`src/design/lbrs_pkg.sv`:
```
// Package for the LED blink request sequencer.
// Holds the item structs for both channels, the stored request layout and the
// steady-level code. No dependencies.
`timescale 1ns / 1ps

package lbrs_pkg;

  // A blink count of all ones marks a steady-level command.
  localparam logic [15:0] SteadyCode = 16'hFFFF;

  // Item kinds on the input channel.
  localparam logic KindEnqueue = 1'b0;
  localparam logic KindTick    = 1'b1;

  typedef struct packed {
    logic        kind;
    logic [15:0] blink_count;
    logic [15:0] on_ticks;
    logic [15:0] off_ticks;
  } in_item_t;

  typedef struct packed {
    logic       led_lit;
    logic       request_accepted;
    logic [3:0] queue_level;
    logic       sequencer_busy;
  } out_item_t;

  // One queued blink request as it sits in the request RAM.
  typedef struct packed {
    logic [15:0] count;
    logic [15:0] on_t;
    logic [15:0] off_t;
  } req_t;

endpackage

```
`src/design/lbrs_ram.sv`:
```
// Generic simple dual-port RAM with one write port and one registered read port.
// Used for the request queue storage. No dependencies.
`timescale 1ns / 1ps

module lbrs_ram #(
  parameter int Width = 48,
  parameter int Depth = 8
) (
  input  logic                                    clk_i,
  input  logic                                    wr_en_i,
  input  logic [((Depth > 1) ? $clog2(Depth) : 1)-1:0] wr_addr_i,
  input  logic [Width-1:0]                        wr_data_i,
  input  logic                                    rd_en_i,
  input  logic [((Depth > 1) ? $clog2(Depth) : 1)-1:0] rd_addr_i,
  output logic [Width-1:0]                        rd_data_o
);

  logic [Width-1:0] mem [Depth];
  logic [Width-1:0] rd_data_q;

  always_ff @(posedge clk_i) begin
    if (wr_en_i) begin
      mem[wr_addr_i] <= wr_data_i;
    end
    if (rd_en_i) begin
      rd_data_q <= mem[rd_addr_i];
    end
  end

  assign rd_data_o = rd_data_q;

endmodule

```
`src/design/led_blink_request_sequencer.sv`:
```
// Top level of the LED blink request sequencer: request queue, blink engine
// and output register. Depends on lbrs_pkg and lbrs_ram.
`timescale 1ns / 1ps

// Usage. The input channel carries items of two kinds. An enqueue item holds
// a blink request (count, on ticks, off ticks) that goes into a ring queue of
// QUEUE_DEPTH entries; it is dropped when the queue is full. A tick item
// advances the sequencer by one step: an idle sequencer pops the oldest
// request, a busy one plays it (steady level for count 0xFFFF, otherwise
// on/off phases for count repeats). Every item gives exactly one result item
// with the LED level, whether the request was stored, the queue level and the
// busy flag after that item.
// A result appears in the cycle after its item is accepted, and one item is
// taken every cycle while the input is not stalled. The queue lives in a
// RAM with one registered read port; the read of a popped entry is issued on
// the pop tick and its read register then serves as the active request until
// the next pop, so the blink engine sees it on the following busy tick.
// Reset clears the pointers, fill count, counters, LED level and the output
// valid; the queue RAM needs no clearing. When the receiver stalls, the
// result stays in the output register and the input is stalled in the same
// cycle; while the output register is empty or being drained, input flows.

module led_blink_request_sequencer #(
  parameter int QUEUE_DEPTH = 8
) (
  input  logic              clk_i,
  input  logic              rst_ni,
  input  logic              in_valid_i,
  output logic              in_stall_o,
  input  lbrs_pkg::in_item_t  in_item_i,
  output logic              out_valid_o,
  input  logic              out_stall_i,
  output lbrs_pkg::out_item_t out_item_o
);

  import lbrs_pkg::*;

  localparam int PtrW = (QUEUE_DEPTH > 1) ? $clog2(QUEUE_DEPTH) : 1;
  localparam int CntW = $clog2(QUEUE_DEPTH + 1);
  localparam logic [PtrW-1:0] LastPtr = PtrW'(QUEUE_DEPTH - 1);
  localparam logic [CntW-1:0] FullCnt = CntW'(QUEUE_DEPTH);

  // Queue control.
  logic [PtrW-1:0] rd_ptr_q, rd_ptr_d;
  logic [PtrW-1:0] wr_ptr_q, wr_ptr_d;
  logic [CntW-1:0] cnt_q, cnt_d;
  logic [CntW+3:0] cnt_ext;

  // Blink engine state.
  logic        playing_q, playing_d;
  logic        lamp_q, lamp_d;
  logic [15:0] rep_q, rep_d;
  logic [15:0] on_el_q, on_el_d;
  logic [15:0] off_el_q, off_el_d;
  logic [15:0] on_nx, off_nx;
  logic        lamp_nx;

  // Output register.
  logic      out_valid_q, out_valid_d;
  out_item_t out_item_q;

  logic accept, is_tick, enq_ok, pop, busy_tick;
  req_t act;
  logic [$bits(req_t)-1:0] ram_rdata;

  assign in_stall_o = out_valid_q & out_stall_i;
  assign accept     = in_valid_i & ~in_stall_o;
  assign is_tick    = (in_item_i.kind == KindTick);
  assign enq_ok     = accept & (in_item_i.kind == KindEnqueue) & (cnt_q < FullCnt);
  assign pop        = accept & is_tick & ~playing_q & (cnt_q != '0);
  assign busy_tick  = accept & is_tick & playing_q;

  // The read register of the RAM holds the request popped last; it is only
  // reloaded on the next pop, so later writes to that entry cannot disturb it.
  lbrs_ram #(
    .Width($bits(req_t)),
    .Depth(QUEUE_DEPTH)
  ) u_ram (
    .clk_i    (clk_i),
    .wr_en_i  (enq_ok),
    .wr_addr_i(wr_ptr_q),
    .wr_data_i({in_item_i.blink_count, in_item_i.on_ticks, in_item_i.off_ticks}),
    .rd_en_i  (pop),
    .rd_addr_i(rd_ptr_q),
    .rd_data_o(ram_rdata)
  );

  assign act = req_t'(ram_rdata);

  // Queue pointers and fill count. Enqueue and pop never share a cycle.
  always_comb begin
    wr_ptr_d = wr_ptr_q;
    rd_ptr_d = rd_ptr_q;
    cnt_d    = cnt_q;
    if (enq_ok) begin
      wr_ptr_d = (wr_ptr_q == LastPtr) ? '0 : wr_ptr_q + 1'b1;
      cnt_d    = cnt_q + 1'b1;
    end else if (pop) begin
      rd_ptr_d = (rd_ptr_q == LastPtr) ? '0 : rd_ptr_q + 1'b1;
      cnt_d    = cnt_q - 1'b1;
    end
  end

  // One blink step: on phase first, then off phase, then close the repeat.
  always_comb begin
    lamp_nx = lamp_q;
    on_nx   = on_el_q;
    off_nx  = off_el_q;
    if (on_el_q < act.on_t) begin
      lamp_nx = 1'b1;
      on_nx   = on_el_q + 16'd1;
    end
    if ((on_nx >= act.on_t) && (off_el_q < act.off_t)) begin
      lamp_nx = 1'b0;
      off_nx  = off_el_q + 16'd1;
    end
  end

  always_comb begin
    playing_d = playing_q;
    lamp_d    = lamp_q;
    rep_d     = rep_q;
    on_el_d   = on_el_q;
    off_el_d  = off_el_q;
    if (pop) begin
      playing_d = 1'b1;
      rep_d     = '0;
      on_el_d   = '0;
      off_el_d  = '0;
    end else if (busy_tick) begin
      if (act.count == SteadyCode) begin
        // Steady command: (1,0) lights the LED, (0,1) darkens it.
        if ((act.on_t == 16'd1) && (act.off_t == 16'd0)) begin
          lamp_d = 1'b1;
        end
        if ((act.off_t == 16'd1) && (act.on_t == 16'd0)) begin
          lamp_d = 1'b0;
        end
        playing_d = 1'b0;
      end else if (rep_q < act.count) begin
        lamp_d = lamp_nx;
        if ((off_nx >= act.off_t) && (on_nx >= act.on_t)) begin
          rep_d    = rep_q + 16'd1;
          on_el_d  = '0;
          off_el_d = '0;
        end else begin
          on_el_d  = on_nx;
          off_el_d = off_nx;
        end
      end else begin
        playing_d = 1'b0;
        rep_d     = '0;
      end
    end
  end

  assign cnt_ext = {4'b0000, cnt_d};

  always_comb begin
    out_valid_d = out_valid_q;
    if (accept) begin
      out_valid_d = 1'b1;
    end else if (!out_stall_i) begin
      out_valid_d = 1'b0;
    end
  end

  always_ff @(posedge clk_i or negedge rst_ni) begin
    if (!rst_ni) begin
      rd_ptr_q    <= '0;
      wr_ptr_q    <= '0;
      cnt_q       <= '0;
      playing_q   <= 1'b0;
      lamp_q      <= 1'b0;
      rep_q       <= '0;
      on_el_q     <= '0;
      off_el_q    <= '0;
      out_valid_q <= 1'b0;
    end else begin
      rd_ptr_q    <= rd_ptr_d;
      wr_ptr_q    <= wr_ptr_d;
      cnt_q       <= cnt_d;
      playing_q   <= playing_d;
      lamp_q      <= lamp_d;
      rep_q       <= rep_d;
      on_el_q     <= on_el_d;
      off_el_q    <= off_el_d;
      out_valid_q <= out_valid_d;
    end
  end

  always_ff @(posedge clk_i) begin
    if (accept) begin
      out_item_q.led_lit          <= lamp_d;
      out_item_q.request_accepted <= enq_ok;
      out_item_q.queue_level      <= cnt_ext[3:0];
      out_item_q.sequencer_busy   <= playing_d;
    end
  end

  assign out_valid_o = out_valid_q;
  assign out_item_o  = out_item_q;

  // The fill count never exceeds the queue depth.
  a_cnt_bound: assert property (@(posedge clk_i) disable iff (!rst_ni)
    cnt_q <= FullCnt)
    else $error("queue fill count above depth");

  // An empty queue has its pointers together.
  a_empty_ptrs: assert property (@(posedge clk_i) disable iff (!rst_ni)
    (cnt_q == '0) |-> (rd_ptr_q == wr_ptr_q))
    else $error("empty queue with pointers apart");

  // A pop only happens while idle, and the sequencer is busy right after it.
  a_pop_busy: assert property (@(posedge clk_i) disable iff (!rst_ni)
    pop |=> playing_q)
    else $error("pop did not start playback");

  // A write and a pop never fall in the same cycle.
  a_no_wr_rd: assert property (@(posedge clk_i) disable iff (!rst_ni)
    !(enq_ok && pop))
    else $error("enqueue and pop in one cycle");

  // A result that is stalled keeps its contents.
  a_out_hold: assert property (@(posedge clk_i) disable iff (!rst_ni)
    (out_valid_q && out_stall_i) |=> (out_valid_q && $stable(out_item_q)))
    else $error("stalled result changed");

endmodule
```
`config.mk`:
```
export PLATFORM = sky130hd
export DESIGN_NAME = led_blink_request_sequencer
export DESIGN_NICKNAME = d
export VERILOG_FILES = /design/src/design/lbrs_pkg.sv /design/src/design/lbrs_ram.sv /design/src/design/led_blink_request_sequencer.sv
export SDC_FILE = /design/constraint.sdc
export NUM_CORES = 1
export LEC_CHECK = 0
export ABC_AREA = 1
export ABC_CLOCK_PERIOD_IN_PS = 7190
export BUFFER_PORTS_ARGS = -buffer_cell sky130_fd_sc_hd__buf_2
export CELL_PAD_IN_SITES_DETAIL_PLACEMENT = 2
export CELL_PAD_IN_SITES_GLOBAL_PLACEMENT = 2
export CORE_MARGIN = 5
export CORE_UTILIZATION = 40
export DETAILED_ROUTE_END_ITERATION = 8
export PLACE_DENSITY_LB_ADDON = 0.05
export SLEW_MARGIN = 20
export SYNTH_ARGS = -nofsm -noshare
export SYNTH_HDL_FRONTEND = slang
export SYNTH_HIERARCHICAL = 1
export SYNTH_SLANG_ARGS = --single-unit
```
`constraint.sdc`:
```
create_clock -name clk_i -period 7.19 [get_ports clk_i]
set_input_delay 0.719 -clock clk_i [delete_from_list [all_inputs] [get_ports clk_i]]
set_output_delay 0.719 -clock clk_i [all_outputs]
set_load 0.05 [all_outputs]
```
---- Word level (Yosys, flattened, before mapping) ----
Memories as Yosys holds them, arrays and structs flattened. A register that Yosys moved wholly into a read port is not among the register bits.
Cells that the tools add are included.
cells by class
  reductions and logical operators ........ 12
  bitwise operators ....................... 12
  $lt $le $gt $ge ......................... 6
  multiplexer cells ....................... 37
  eq/ne operators ......................... 8
  add/subtract/negate cells ............... 7
operators by type and width
  kind                                                                     count
  16-bit two-way mux                                                       17
  16-bit by 1-bit adder with 16-bit output, second input constant          3
  16-bit < comparator                                                      3
  16-bit by 1-bit == test with 1-bit output, second input constant         2
  16-bit greater-or-equal comparator                                       2
  16-bit logical NOT                                                       2
  16-bit == test, second input constant                                    1
  1-bit two-way mux                                                        16
  1-bit bitwise AND                                                        8
  4-bit two-way mux                                                        2
  3-bit by 1-bit adder with 3-bit output, second input constant            2
  3-bit == test, second input constant                                     2
  3-bit two-way mux                                                        2
  3-bit AND reduction                                                      2
  4-bit by 1-bit adder with 4-bit output, second input constant            1
  1-bit logical AND                                                        4
  4-bit < comparator, second input constant                                1
  1-bit NOT                                                                4
  2-bit nonzero test                                                       2
  4-bit nonzero test                                                       1
  4-bit by 1-bit subtractor with 4-bit output, second input constant       1
  3-bit by 2-bit inequality test with 1-bit output, second input constant  1
  2-bit by 1-bit inequality test with 1-bit output, second input constant  1
  2-bit inequality test, second input constant                             1
  2-bit AND reduction                                                      1
word-level totals
  output and inout port bits .............. 9
  memory bits (writable) .................. 384
  flip-flop bits (word level) ............. 68
  memories kept ........................... 1
memory list
  memory     words  bits a word  rd ports  clocked after memory_dff  write ports  line            text
  u_ram.mem  8      48           1         1                         1            lbrs_ram.sv:18  logic [Width-1:0] mem [Depth];

---- Longest topological paths before layout ----
  word-level depth ........................ 12
  gate-level depth with buffers ........... 42

---- Modules after synthesis ----
Netlist, hierarchy kept.
by module, submodules not included
  module                       area an instance (sq um)  times used  cells an instance
  lbrs_ram                     18,151.2                  1           1,725
  led_blink_request_sequencer  6,603.8                   1           945

---- Worst setup path before layout ----
No wires, ideal clock.
  kind .................................... in2reg
  from .................................... input out_stall_i
  to ...................................... memory u_ram.mem[1][0] (enable)
  required time ........................... 6.736 ns
  slack ................................... 2.949 ns
  arrival ................................. 3.787 ns
  setup time .............................. 0.454 ns
  stages .................................. 9
  path through ............................ nand2_1 inv_2 nor2_4 inv_1 nor2_1 inv_1 nor2_2 nand2_1 nor2_1
between the ends
  longest elaborated chain between the ends .. 7
ends and longest elaborated chain
  what                                     line                               text
  start, declared                          led_blink_request_sequencer.sv:32  input logic out_stall_i,
  1-bit bitwise AND                        led_blink_request_sequencer.sv:66  assign in_stall_o = out_valid_q & out_stall_i;
  net in_stall_o                           led_blink_request_sequencer.sv:29  output logic in_stall_o,
  1-bit NOT                                led_blink_request_sequencer.sv:67  assign accept = in_valid_i & ~in_stall_o;
  1-bit bitwise AND                        led_blink_request_sequencer.sv:67
  net accept                               led_blink_request_sequencer.sv:62  logic accept, is_tick, enq_ok, pop, busy_tick;
  1-bit bitwise AND (2 in a row)           led_blink_request_sequencer.sv:69  assign enq_ok = accept & (in_item_i.kind == KindEnqueue) & (cnt_q < FullCnt);
  net enq_ok                               led_blink_request_sequencer.sv:62
  1-bit two-way mux                        lbrs_ram.sv:22                     if (wr_en_i) begin
  1-bit two-way mux (implied by the code)  lbrs_ram.sv:23                     mem[wr_addr_i] <= wr_data_i;
  end, declared                            lbrs_ram.sv:18
The timed path passes the listed nets, and every way through them passes these cells.

---- Worst setup path in the final report ----
  from .................................... register on_el_q[5]
  to ...................................... register rep_q[1]
between the ends
  longest elaborated chain between the ends .. 9
ends and longest elaborated chain
  what                                                                             line                                                                    text
  start, declared                                                                  led_blink_request_sequencer.sv:53                                       logic [15:0] on_el_q, on_el_d;
  start signal, assigned                                                           led_blink_request_sequencer.sv:186                                      on_el_q <= on_el_d;
  16-bit by 1-bit adder with 16-bit output or 16-bit < comparator (tied branches)  led_blink_request_sequencer.sv:111, led_blink_request_sequencer.sv:109
  16-bit two-way mux (*)                                                           led_blink_request_sequencer.sv:109                                      if (on_el_q < act.on_t) begin
  16-bit greater-or-equal comparator (*)                                           led_blink_request_sequencer.sv:113, led_blink_request_sequencer.sv:142
  1-bit logical AND                                                                led_blink_request_sequencer.sv:113                                      if ((on_nx >= act.on_t) && (off_el_q < act.off_t)) begin
  16-bit two-way mux                                                               led_blink_request_sequencer.sv:113
  16-bit greater-or-equal comparator                                               led_blink_request_sequencer.sv:142                                      if ((off_nx >= act.off_t) && (on_nx >= act.on_t)) begin
  1-bit logical AND (*)                                                            led_blink_request_sequencer.sv:142
  3-bit by 2-bit inequality test with 1-bit output (no line) (*)                   --
  3-bit AND reduction (no line) (*)                                                --
  end signal, assigned                                                             led_blink_request_sequencer.sv:185                                      rep_q <= rep_d;
  end, declared                                                                    led_blink_request_sequencer.sv:52                                       logic [15:0] rep_q, rep_d;
Mark *: on every way between the ends. The rest lies on a longest branch, timed or not.
A chain may end at the register's enable or synchronous reset.

==> metrics.txt <==
vias in the first global route=20,300; Largest stage delay, worst path=0.46 ns; Final Util=0.449; core area=61,500 um^2; clock network fraction of design power=0.309; post-route worst setup slack=1.17 ns; Die X=259 um; arrival time at the worst endpoint=6.49 ns; Slowest-stage cell, CP=dfrtp_1; Die Area=67,000 um^2; crit end category=flop; routed len/inst=21.1 um; clk slew on worst S/H paths=0.06 ns; first-pass GRT wire length=117 mm; Hold Slack=0.303 ns; H-tree depth=2; Tot GR Track Use=0.224; area share of the largest cell type after synthesis=0.533; I/O pins=62; initial antenna violation count=8; largest net degree at the start of global routing=114; pwr/cell area=330 nW/um^2; Sink Count=500; fin crit period=6.02 ns; worst flop-to-flop path endpoint=rep_q[1]; Post-Route WL=74.9 mm; fmax=166 MHz; Slew Limit Headroom=0.310; Least-Margin Pin Slew=1.04 ns; #FFs+latches synth=500; status=finished clean; max-cap violations=0; VDD IR-drop max=0.235 mV; # DRC=0; # setup viols final=0; Sequential Area=14,700 um^2; CP required=7.66 ns; dpl hpwl=46.2 mm; Initial Util=0.403; RSZ-0062 raised after global routing=no; crit-path max FO=31; Gate Count Post-Synth=2,670; Int Pwr=5.78 mW; most used cell, CP=nand2_1; hold buffers post-CTS=0; Synth area leaders=edfxtp_1 53%, nand2_1 14%, inv_1 8.1%; fin crit share=0.838; Syn Nets=2,809; CP startpoint kind=flop; post-synthesis sequential area ratio=0.594; Psw=3.34 mW; Pins Over Slew Limit=0; R2R Setup Slk=1.17 ns; Syn-to-layout area delta=11.6%; Synth cell types=45; worst hold path type=input port to async pin; via count=18,100; GRT overflow=0; Comb power frac=0.292; area taken by multi-input logic gates=7550 um^2; layout cells sized above 1=0.0850; Reg power frac=0.399; clk_skew=0.0376 ns; switching share of power=0.366; Antenna Nets Post-Route=0; Die Y-Extent=259 um; Pleak=12.9 nW; post-DR vias/cell=5.09; syn_area_per_cell=9.27 um^2; Power, Total=9.12 mW; First-pass DRT Iterations=5; worst skew pair latency=0.63 ns; CTS tree=yes; mapped cell area=24,800 um^2; Post-CTS Setup Bufs=0; yosys warns=6; worst r2r src=on_el_q[5]; largest area contributor in the netlist=edfxtp_1; Final Hold Fails=0; initial drt markers=1,008; # fillers=6,559; Worst Reg-to-Reg Cells=31; Gates resized, CTS repair=0; Std-Cell Rows=91; Root Driver=clkbuf_16; Placer Congestion=0.795; post-route setup TNS=0 ns; CP Class=flop to flop; pre-CTS WS=1.14 ns; layout net count=2,857; port bufs=61; CTS Buf Count=56; clock buffer depth=3
power by group through the flow:
stage	logic [mW]	registers [mW]	clock network (mW)
floorplan	1.89	3.58	0
global placement	2.50	3.69	0
detailed placement	2.66	3.70	0
CTS	2.70	3.65	2.89
global route	3.02	3.67	3.03
finish	2.66	3.64	2.82
cells in the mapped netlist (all sizes together):
master / number
clkbuf: 13
nor4: 7
o21a: 3
o221ai: 2
a21boi: 1
o21bai: 2
ha: 86
or2: 2
a21o: 2
nand2: 943
xor2: 29
edfxtp: 439
clkinv: 1
nand3: 255
nor3: 28
nor2: 68
xnor2: 2
a31oi: 1
o21ai: 39
a21oi: 35
nand3b: 1
o211ai: 1
buf: 78
dfrtp: 61
mux2i: 1
nand4: 20
a41oi: 1
mux2: 2
inv: 547
worst max-delay path, delay by kind of cell, from the launching register on:
family,cells,cell delay (ns)
simple gates,21,3.46
fa+ha+maj,3,0.95
compound gates,4,0.54
flops,1,0.46
buf+inv,3,0.42
cell families (layout without fill, tap and decap cells):
kind of cell | after synthesis | count (layout) | synth area share
xor gates and xnor gates | 31 | 31 | 0.0110
AOI/OAI and AO/OA | 87 | 87 | 0.0217
other | 0 | 1 | 0
adders and majority gates | 86 | 86 | 0.0435
buffers and inverters | 639 | 733 | 0.103
and+or+nand+nor | 1324 | 1324 | 0.225
DFF | 500 | 500 | 0.594
muxes | 3 | 3 | 0.00131
area by class of cell:
type | count | area share
timing repair buffer | 81 | 0.0177
tap | 790 | 0.0358
sequential | 500 | 0.533
clock buffer | 67 | 0.0530
antenna | 1 | 0.0000906
multi-input combinational | 1531 | 0.273
inverter | 548 | 0.0749
clock inverter | 37 | 0.0121
layout by cell type (no fill, tap or decap), drive strengths merged, types with 2 or more instances in the layout:
cell type  instances
nand2            943
inv              546
edfxtp           439
nand3            255
ha                86
buf               81
nor2              68
clkbuf            67
dfrtp             61
o21ai             39
a21oi             35
clkinv            31
xor2              29
nor3              28
nand4             20
nor4               7
bufinv             4
clkinvlp           4
o21a               3
xnor2              2
a21o               2
o221ai             2
o21bai             2
mux2               2
or2                2
state kept, by name, indices dropped and copies added (netlist names):
signal	flops
u_ram/mem	384
u_ram/rd_data_o	48
wr_ptr_q	3
lamp_q	1
off_el_q	16
on_el_q	16
rd_ptr_q	3
cnt_q	4
out_valid_o	1
playing_q	1
rep_q	16
out_item_o	7
metrics by stage:
| stage | instances | instance area [um^2] |
|---|---|---|
| finish | 3555 | 27600 |
| global route | 3554 | 27600 |
| CTS | 3553 | 27600 |
| detailed placement | 3449 | 25800 |
| global placement | 3448 | 25800 |
| floorplan | 2670 | 24800 |
metal layers:
| layer | GRT usage | share of wire | vias to the layer above | wire length [um] |
|---|---|---|---|---|
| met2 | 0.400 | 0.50 | 239 | 37500 |
| li1 | - | - | 8535 | - |
| met3 | 0.0299 | 0.032 | 112 | 2390 |
| met1 | 0.291 | 0.44 | 9216 | 33200 |
| met4 | 0.0534 | 0.023 | 8 | 1730 |
| met5 | 0 | 0.00064 | - | 48 |
worst max-delay path by stage:
| stage | startpoint | end | depth (start not counted) |
|---|---|---|---|
| after CTS | on_el_q[5] | rep_q[12] | 36 |
| after global placement | on_el_q[5] | rep_q[12] | 36 |
| after global routing | on_el_q[5] | rep_q[0] | 31 |
| after detailed placement | on_el_q[5] | rep_q[14] | 36 |
| after floorplan | out_stall_i | u_ram/mem[1][0] | 9 |
| final | on_el_q[5] | rep_q[1] | 31 |
No activity file was read; power rests on OpenSTA's default activity.
